`config.mk`:
```
export PLATFORM = sky130hd
export DESIGN_NAME = modular_inverse_unit_flat
export DESIGN_NICKNAME = d
export VERILOG_FILES = /design/src/sv/miu_pkg.sv /design/src/sv/miu_if.sv /design/src/sv/miu_ctrl.sv /design/src/sv/miu_dp.sv /design/src/sv/modular_inverse_unit.sv /design/src/flat_wrapper.sv
export SDC_FILE = /design/constraint.sdc
export NUM_CORES = 1
export LEC_CHECK = 0
export ABC_AREA = 1
export BUFFER_PORTS_ARGS = -buffer_cell sky130_fd_sc_hd__buf_2
export CAP_MARGIN = 25
export CORE_MARGIN = 1
export CORE_UTILIZATION = 60
export CTS_BUF_LIST = sky130_fd_sc_hd__clkbuf_2 sky130_fd_sc_hd__clkbuf_4 sky130_fd_sc_hd__clkbuf_8
export DETAILED_ROUTE_END_ITERATION = 8
export PLACE_DENSITY = 0.83
export SYNTH_ARGS = -nofsm -noshare
export SYNTH_HDL_FRONTEND = slang
export SYNTH_SLANG_ARGS = --single-unit
```
`constraint.sdc`:
```
create_clock -name clk -period 11.8 [get_ports clk]
set_input_delay 1.18 -clock clk [delete_from_list [all_inputs] [get_ports clk]]
set_output_delay 1.18 -clock clk [all_outputs]
set_load 0.1 [all_outputs]
```
`src/sv/miu_pkg.sv`:
```
package miu_pkg;
    localparam int OPERAND_BITS_DEF = 32;
    localparam int INV_BITS = 31;
    localparam int ST_BITS = 3;
    localparam logic [ST_BITS-1:0] ST_OK       = 3'd0;
    localparam logic [ST_BITS-1:0] ST_RANGE    = 3'd1;
    localparam logic [ST_BITS-1:0] ST_NEGMOD   = 3'd2;
    localparam logic [ST_BITS-1:0] ST_COPRIME  = 3'd3;
    localparam logic [ST_BITS-1:0] ST_SMALLMOD = 3'd4;

    typedef struct packed {
        logic load;
        logic div_start;
        logic div_step;
        logic mul_step;
        logic update;
        logic finish;
    } miu_cmd_t;

    typedef struct packed {
        logic early;
        logic div_done;
        logic mul_done;
        logic rcur_zero;
    } miu_stat_t;
endpackage

```
`src/sv/miu_if.sv`:
```
interface miu_in_if;
    logic        valid;
    logic        ready;
    logic [63:0] value;
    logic [63:0] modulus;
    modport source (output valid, output value, output modulus, input ready);
    modport sink (input valid, input value, input modulus, output ready);
endinterface

interface miu_out_if;
    logic        valid;
    logic        ready;
    logic [30:0] inverse;
    logic [2:0]  status;
    modport source (output valid, output inverse, output status, input ready);
    modport sink (input valid, input inverse, input status, output ready);
endinterface

```
`src/sv/miu_ctrl.sv`:
```
module miu_ctrl (
    input  logic                clk,
    input  logic                rst_n,
    input  logic                in_valid,
    output logic                in_ready,
    output logic                out_valid,
    input  logic                out_ready,
    input  miu_pkg::miu_stat_t  stat,
    output miu_pkg::miu_cmd_t   cmd
);
    import miu_pkg::*;

    localparam logic [2:0] S_IDLE = 3'd0;
    localparam logic [2:0] S_CHECK = 3'd1;
    localparam logic [2:0] S_DIV = 3'd2;
    localparam logic [2:0] S_MUL = 3'd3;
    localparam logic [2:0] S_TEST = 3'd4;
    localparam logic [2:0] S_DONE = 3'd5;

    logic [2:0] state_reg, state_next;

    always_ff @(posedge clk or negedge rst_n)
    begin
        if (!rst_n)
        begin
            state_reg <= S_IDLE;
        end
        else
        begin
            state_reg <= state_next;
        end
    end

    always_comb
    begin
        cmd = '0;
        state_next = state_reg;
        in_ready = 1'b0;
        out_valid = 1'b0;
        unique case (state_reg)
            S_IDLE:
            begin
                in_ready = 1'b1;
                if (in_valid)
                begin
                    cmd.load = 1'b1;
                    state_next = S_CHECK;
                end
            end
            S_CHECK:
            begin
                if (stat.early)
                begin
                    state_next = S_DONE;
                end
                else
                begin
                    cmd.div_start = 1'b1;
                    state_next = S_DIV;
                end
            end
            S_DIV:
            begin
                cmd.div_step = 1'b1;
                if (stat.div_done)
                begin
                    state_next = S_MUL;
                end
            end
            S_MUL:
            begin
                cmd.mul_step = 1'b1;
                if (stat.mul_done)
                begin
                    state_next = S_TEST;
                end
            end
            S_TEST:
            begin
                if (stat.rcur_zero)
                begin
                    cmd.finish = 1'b1;
                    state_next = S_DONE;
                end
                else
                begin
                    cmd.update = 1'b1;
                    cmd.div_start = 1'b1;
                    state_next = S_DIV;
                end
            end
            S_DONE:
            begin
                out_valid = 1'b1;
                if (out_ready)
                begin
                    state_next = S_IDLE;
                end
            end
            default:
            begin
                state_next = S_IDLE;
            end
        endcase
    end
endmodule

```
`src/sv/miu_dp.sv`:
```
module miu_dp #(
    parameter int OPERAND_BITS = miu_pkg::OPERAND_BITS_DEF
) (
    input  logic                clk,
    input  logic [63:0]         value,
    input  logic [63:0]         modulus,
    input  miu_pkg::miu_cmd_t   cmd,
    output miu_pkg::miu_stat_t  stat,
    output logic [30:0]         inverse,
    output logic [2:0]          status
);
    import miu_pkg::*;

    localparam int W = OPERAND_BITS - 1;
    localparam int CW = OPERAND_BITS + 1;
    localparam int CNTW = $clog2(W + 1);
    localparam logic [63:0] LIMIT = (64'd1 << W) - 64'd1;

    logic [W-1:0] m_reg, rprev_reg, rcur_reg, q_reg, rem_reg, mag_reg;
    logic signed [CW-1:0] cprev_reg, ccur_reg, prod_reg;
    logic [CNTW-1:0] cnt_reg;
    logic vneg_reg, reduce_reg;
    logic [2:0] st_reg;
    logic [30:0] inv_reg;
    logic signed [CW-1:0] macc_reg;

    logic [63:0] mag;
    logic [2:0] chk;
    logic [W:0] trial;
    logic [W-1:0] rem_sh;
    logic signed [CW-1:0] cfix;
    logic [W-1:0] res_w;
    logic [63:0] res64;

    assign mag = value[63] ? (64'd0 - value) : value;

    always_comb
    begin
        priority if (mag > LIMIT || (!modulus[63] && modulus > LIMIT))
            chk = ST_RANGE;
        else if (modulus[63])
            chk = ST_NEGMOD;
        else if (modulus < 64'd2)
            chk = ST_SMALLMOD;
        else
            chk = ST_OK;
    end

    assign rem_sh = {rem_reg[W-2:0], q_reg[W-1]};
    assign trial = {rem_reg, q_reg[W-1]} - {1'b0, rcur_reg};
    assign cfix = ccur_reg[CW-1] ? (ccur_reg + $signed({2'b00, m_reg})) : ccur_reg;
    assign res_w = vneg_reg ? (m_reg - cfix[W-1:0]) : cfix[W-1:0];
    assign res64 = 64'(res_w);

    assign stat.early = (st_reg != ST_OK);
    assign stat.div_done = (cnt_reg == CNTW'(1));
    assign stat.mul_done = (cnt_reg == CNTW'(1));
    assign stat.rcur_zero = reduce_reg ? 1'b0 : (rem_reg == '0);

    always_ff @(posedge clk)
    begin
        if (cmd.load)
        begin
            st_reg <= chk;
            inv_reg <= '0;
            m_reg <= modulus[W-1:0];
            mag_reg <= mag[W-1:0];
            vneg_reg <= value[63];
            reduce_reg <= 1'b1;
            rprev_reg <= modulus[W-1:0];
            rcur_reg <= modulus[W-1:0];
            cprev_reg <= '0;
            ccur_reg <= CW'(1);
        end
        if (cmd.div_start)
        begin
            q_reg <= (reduce_reg && !cmd.update) ? mag_reg : (cmd.update ? rcur_reg : rprev_reg);
            rem_reg <= '0;
            cnt_reg <= CNTW'(W);
            if (cmd.update)
            begin
                rprev_reg <= rcur_reg;
                rcur_reg <= rem_reg;
                cprev_reg <= ccur_reg;
                ccur_reg <= cprev_reg - prod_reg;
            end
        end
        else if (cmd.div_step)
        begin
            if (!trial[W])
            begin
                rem_reg <= trial[W-1:0];
                q_reg <= {q_reg[W-2:0], 1'b1};
            end
            else
            begin
                rem_reg <= rem_sh;
                q_reg <= {q_reg[W-2:0], 1'b0};
            end
            if (stat.div_done)
            begin
                cnt_reg <= CNTW'(W);
                macc_reg <= '0;
            end
            else
            begin
                cnt_reg <= cnt_reg - CNTW'(1);
            end
        end
        else if (cmd.mul_step)
        begin
            macc_reg <= (macc_reg <<< 1) + (q_reg[W-1] ? ccur_reg : CW'(0));
            q_reg <= {q_reg[W-2:0], 1'b0};
            cnt_reg <= cnt_reg - CNTW'(1);
            if (stat.mul_done)
            begin
                prod_reg <= reduce_reg ? '0 :
                            ((macc_reg <<< 1) + (q_reg[W-1] ? ccur_reg : CW'(0)));
            end
        end
        if (cmd.mul_step && stat.mul_done && reduce_reg)
        begin
            reduce_reg <= 1'b0;
            rprev_reg <= m_reg;
            rcur_reg <= m_reg;
            cprev_reg <= CW'(1);
            ccur_reg <= '0;
        end
        if (cmd.finish)
        begin
            if (rcur_reg != W'(1))
            begin
                st_reg <= ST_COPRIME;
                inv_reg <= '0;
            end
            else
            begin
                st_reg <= ST_OK;
                inv_reg <= res64[30:0];
            end
        end
    end

    assign inverse = inv_reg;
    assign status = st_reg;
endmodule

```
`src/sv/modular_inverse_unit.sv`:
```
// Channel  Dir  Payload
// in       in   value[63:0] signed, modulus[63:0] signed
// out      out  inverse[30:0], status[2:0]
// One item at a time. The checks come first; each Euclid step then runs a
// restoring divider and a shift-add multiplier and tests the remainder,
// with one extra step for the first reduction of the value.
// Reset clears the controller only. A stalled result holds its value.
module modular_inverse_unit #(
    parameter int OPERAND_BITS = miu_pkg::OPERAND_BITS_DEF
) (
    input logic   clk,
    input logic   rst_n,
    miu_in_if.sink   in_ch,
    miu_out_if.source out_ch
);
    import miu_pkg::*;

    miu_cmd_t  cmd;
    miu_stat_t stat;

    miu_ctrl u_ctrl (
        .clk(clk), .rst_n(rst_n),
        .in_valid(in_ch.valid), .in_ready(in_ch.ready),
        .out_valid(out_ch.valid), .out_ready(out_ch.ready),
        .stat(stat), .cmd(cmd)
    );

    miu_dp #(.OPERAND_BITS(OPERAND_BITS)) u_dp (
        .clk(clk), .value(in_ch.value), .modulus(in_ch.modulus),
        .cmd(cmd), .stat(stat),
        .inverse(out_ch.inverse), .status(out_ch.status)
    );
endmodule

```
`src/flat_wrapper.sv`:
```
// flat-port wrapper written by rule: the top's interface ports become plain ports
module modular_inverse_unit_flat import miu_pkg::*;
#(
    parameter int OPERAND_BITS = miu_pkg::OPERAND_BITS_DEF
)
  (clk, rst_n, in_ch_valid, in_ch_value, in_ch_modulus, in_ch_ready, out_ch_valid, out_ch_inverse, out_ch_status, out_ch_ready);
  miu_in_if in_ch_i ();
  miu_out_if out_ch_i ();
  input logic clk;
  input logic rst_n;
  input wire logic [$bits(in_ch_i.valid)-1:0] in_ch_valid;
  input wire logic [$bits(in_ch_i.value)-1:0] in_ch_value;
  input wire logic [$bits(in_ch_i.modulus)-1:0] in_ch_modulus;
  output wire logic [$bits(in_ch_i.ready)-1:0] in_ch_ready;
  output wire logic [$bits(out_ch_i.valid)-1:0] out_ch_valid;
  output wire logic [$bits(out_ch_i.inverse)-1:0] out_ch_inverse;
  output wire logic [$bits(out_ch_i.status)-1:0] out_ch_status;
  input wire logic [$bits(out_ch_i.ready)-1:0] out_ch_ready;
  assign in_ch_i.valid = in_ch_valid;
  assign in_ch_i.value = in_ch_value;
  assign in_ch_i.modulus = in_ch_modulus;
  assign in_ch_ready = in_ch_i.ready;
  assign out_ch_valid = out_ch_i.valid;
  assign out_ch_inverse = out_ch_i.inverse;
  assign out_ch_status = out_ch_i.status;
  assign out_ch_i.ready = out_ch_ready;
  modular_inverse_unit #(.OPERAND_BITS(OPERAND_BITS)) u_core (.clk(clk), .rst_n(rst_n), .in_ch(in_ch_i), .out_ch(out_ch_i));
endmodule
```
==> out/metrics.yaml <==
fin_skew_ns: 0.05057
path_cells: "ha_1, fa_1, nand3_1, nand3_1, xor2_1, nand2_1, o21ai_0, inv_1, ha_1, nand2_1, nor3_1, nand3_1, o2111ai_1, nand3_1, nand2_2, nand2_1, nand2_1, nand3_1, nand2_1, xor2_1, nand2_1, nand2_1, inv_1"
antenna_found_initial: 1
grt_use_met3_pct: 5.891
dieArea_um2: 46410
finalWirelength_um: 86110
place_congestion: 1.039
cp_slowest_cell: "fa_1"
routed_via_density: 5.804
cap_viol_max_count: 0
cts_tree: "yes"
drt-initial-drc-count: 2671
maxSlewViolCount: 0
ys_ff_latch: 361
start_kind: "flop"
dpl.hpwl_um: 65880
grt_start_max_net_pins: 110
yosys_warnings: 0
hold_viol_final: 0
drc: 0
vdd_drop_max_v: 0.0002023
cts_max_level: 2
cp_max_fo: 6
io_buffer_count: 167
worstPathBufferInverterCount: 2
final-setup-viol-count: 0
syn_area_per_cell_um2: 7.013
worst_pin_slew_ns: 1.057
fp.coreArea_um2: 44610
grt_util_met2_pct: 58.99
ys_types: 61
clock_sinks: 361
worstSkewPairLatency_ns: 0.70
die_height_um: 215.4
cts.reportedPaths.clkPinSlew_ns: 0.07
floorplan.initialDensity_pct: 61.27
ioPinCount: 168
crit_path_end_kind: "flop"
fmax_ghz: 0.2392
netlist_instances: 3897
cts_resized: 0
cts_root_buf: "clkbuf_8"
grtUsageMet1_pct: 45.46
totalPowerFinal_mw: 8.327
fin_nets: 4301
wl_per_cell_um: 18.44
track_usage_pct: 36.34
leakagePower_nw: 14.57
ctsLongestPathBuffers: 3
busiest_layer: "met2"
synthArstFlopShare_pct: 0.8310
path_delay_family: "simple AND/OR/NAND/NOR gates"
fin_crit_sh_pct: 35.43
postCtsSetupBuffers: 0
synth_edf_count: 193
synth_ff_type: "edfxtp_1"
grt_pass1_vias: 25080
cp_common_cell: "nand2_1"
rows: 77
overflow: 0
power.density_nw_per_um2: 278.5
first_pass_iters: 5
crit_type: "reg2reg"
crit_required_ns: 12.27
outcome: "complete, no violations"
relSlewSlack_pct: 29.48
crit_path_max_incr_delay_ns: 0.47
cts_buffers: 61
synth_fp_nets: 4174
synth_seq_area_share_pct: 33.57
area_delta_synth_final_pct: 9.376
ant_nets: 0
grt_pass1_wl_um: 133500
rsz0062_at_grt: "no"
hold_buffers: 0
die_w_um: 215.4
min_path_type: "in2async"
worstPathArrival_ns: 4.65
fin_tns_setup_ns: 0
drive_gt1_share_pct: 11.06
netlist_area_um2: 27330
num_vias: 27100
period_minus_slack_ns: 4.180
synth_stat cells (46+ instances only):
master      n  area share (%)
clkbuf_1  100             1.4
edfxtp_1  193              21
nor3_1     46            0.84
xnor2_1    55             1.8
xor2_1     92             2.9
inv_1     576             7.9
o21ai_0   294             5.4
nand3_1   202             3.7
nand4_1    65             1.5
a21oi_1   204             3.7
nand2_1   867              12
nor2_1    376             5.2
ha_1      140             6.4
dfxtp_1   165              12
report_power, final:
part           internal (mW)  switching [mW]
Clock                  0.639           0.548
Sequential              1.91           0.328
Combinational           1.62            3.29
Total                   4.16            4.17
per-layer routing:
layer  share of wire (%)  vias to the layer above
li1                    -                    13300
met1                  40                    12460
met2                  46                     1068
met3                 7.2                      271
met4                 6.5                        0
met5                   0                        -
path summary, 6_finish.rpt:
check,slack (ns),from,cells after the start,end
min in group clk,0.50,u_core.u_dp.ccur_reg[31],2,u_core.u_dp.ccur_reg[31]
worst min-delay path,0.31,rst_n,1,u_core.u_ctrl.state_reg[2]
worst max register to register,7.62,u_core.u_dp.m_reg[0],23,u_core.u_dp.inverse[21]
worst min register to register,0.50,u_core.u_dp.ccur_reg[31],2,u_core.u_dp.ccur_reg[31]
worst max-delay path,7.62,u_core.u_dp.m_reg[0],23,u_core.u_dp.inverse[21]
max in group asynchronous,11.38,rst_n,1,u_core.u_ctrl.state_reg[1]
cells by family (layout without fill, tap and decap cells):
group | Yosys count | count (layout) | share of synthesized area [%]
AO/OA/AOI/OAI | 775 | 775 | 16.50
flip-flops | 361 | 361 | 33.57
buffers and inverters | 715 | 894 | 9.975
XOR/XNOR | 147 | 147 | 4.711
AND/OR/NAND/NOR | 1744 | 1744 | 28.10
adder cells (fa/ha/maj) | 145 | 145 | 6.775
multiplexers | 10 | 10 | 0.3662
other | 0 | 1 | 0
metrics by stage:
stage | area [µm²] | utilization [%] | hold slack (ns) | cells | setup WS [ns]
after floorplan | 27330 | - | 0.4460 | 3897 | 6.654
after global placement | 28590 | 64.10 | 0.4603 | 4551 | 7.815
after detailed placement | 28620 | 64.16 | 0.4798 | 4553 | 7.716
after CTS | 29890 | 67.01 | 0.2770 | 4668 | 7.711
after global routing | 29890 | 67.01 | 0.2889 | 4668 | 7.301
final | 29890 | 67.02 | 0.3090 | 4669 | 7.620
layout by cell type (no fill, tap or decap), types with 7 or more instances in the layout:
master,instances
dfxtp_1,163
o21ai_0,294
inv_1,573
nor2_1,374
o21ai_1,14
buf_2,167
clkbuf_4,22
nand2_2,38
a32oi_1,29
nand2_1,864
o21bai_1,17
clkinv_1,12
xnor2_1,55
xor2_1,92
nand3b_1,13
o21ai_2,7
nand3_1,202
inv_2,11
a221oi_1,7
buf_4,21
nand4_1,65
nor3_1,46
a21o_1,7
mux2i_1,10
a22oi_1,33
clkbuf_8,67
ha_1,140
a21oi_1,204
clkinv_2,13
nor4_1,36
edfxtp_1,193
a211oi_1,12
nand3_2,23
nor2_4,10
or2_2,23
o211ai_1,45
nor2_2,25
a31oi_1,34
o22ai_1,44
final cells by class:
type	count	area, µm²
antenna	1	2.502
inverter	590	2220
fill	4034	14710
multi-input combinational	2821	15470
tap	592	740.7
sequential	361	9176
clock inverter	26	185.2
timing repair buffer	189	1013
clock buffer	89	1087
Note: power is estimated with default switching activity, not from simulation.
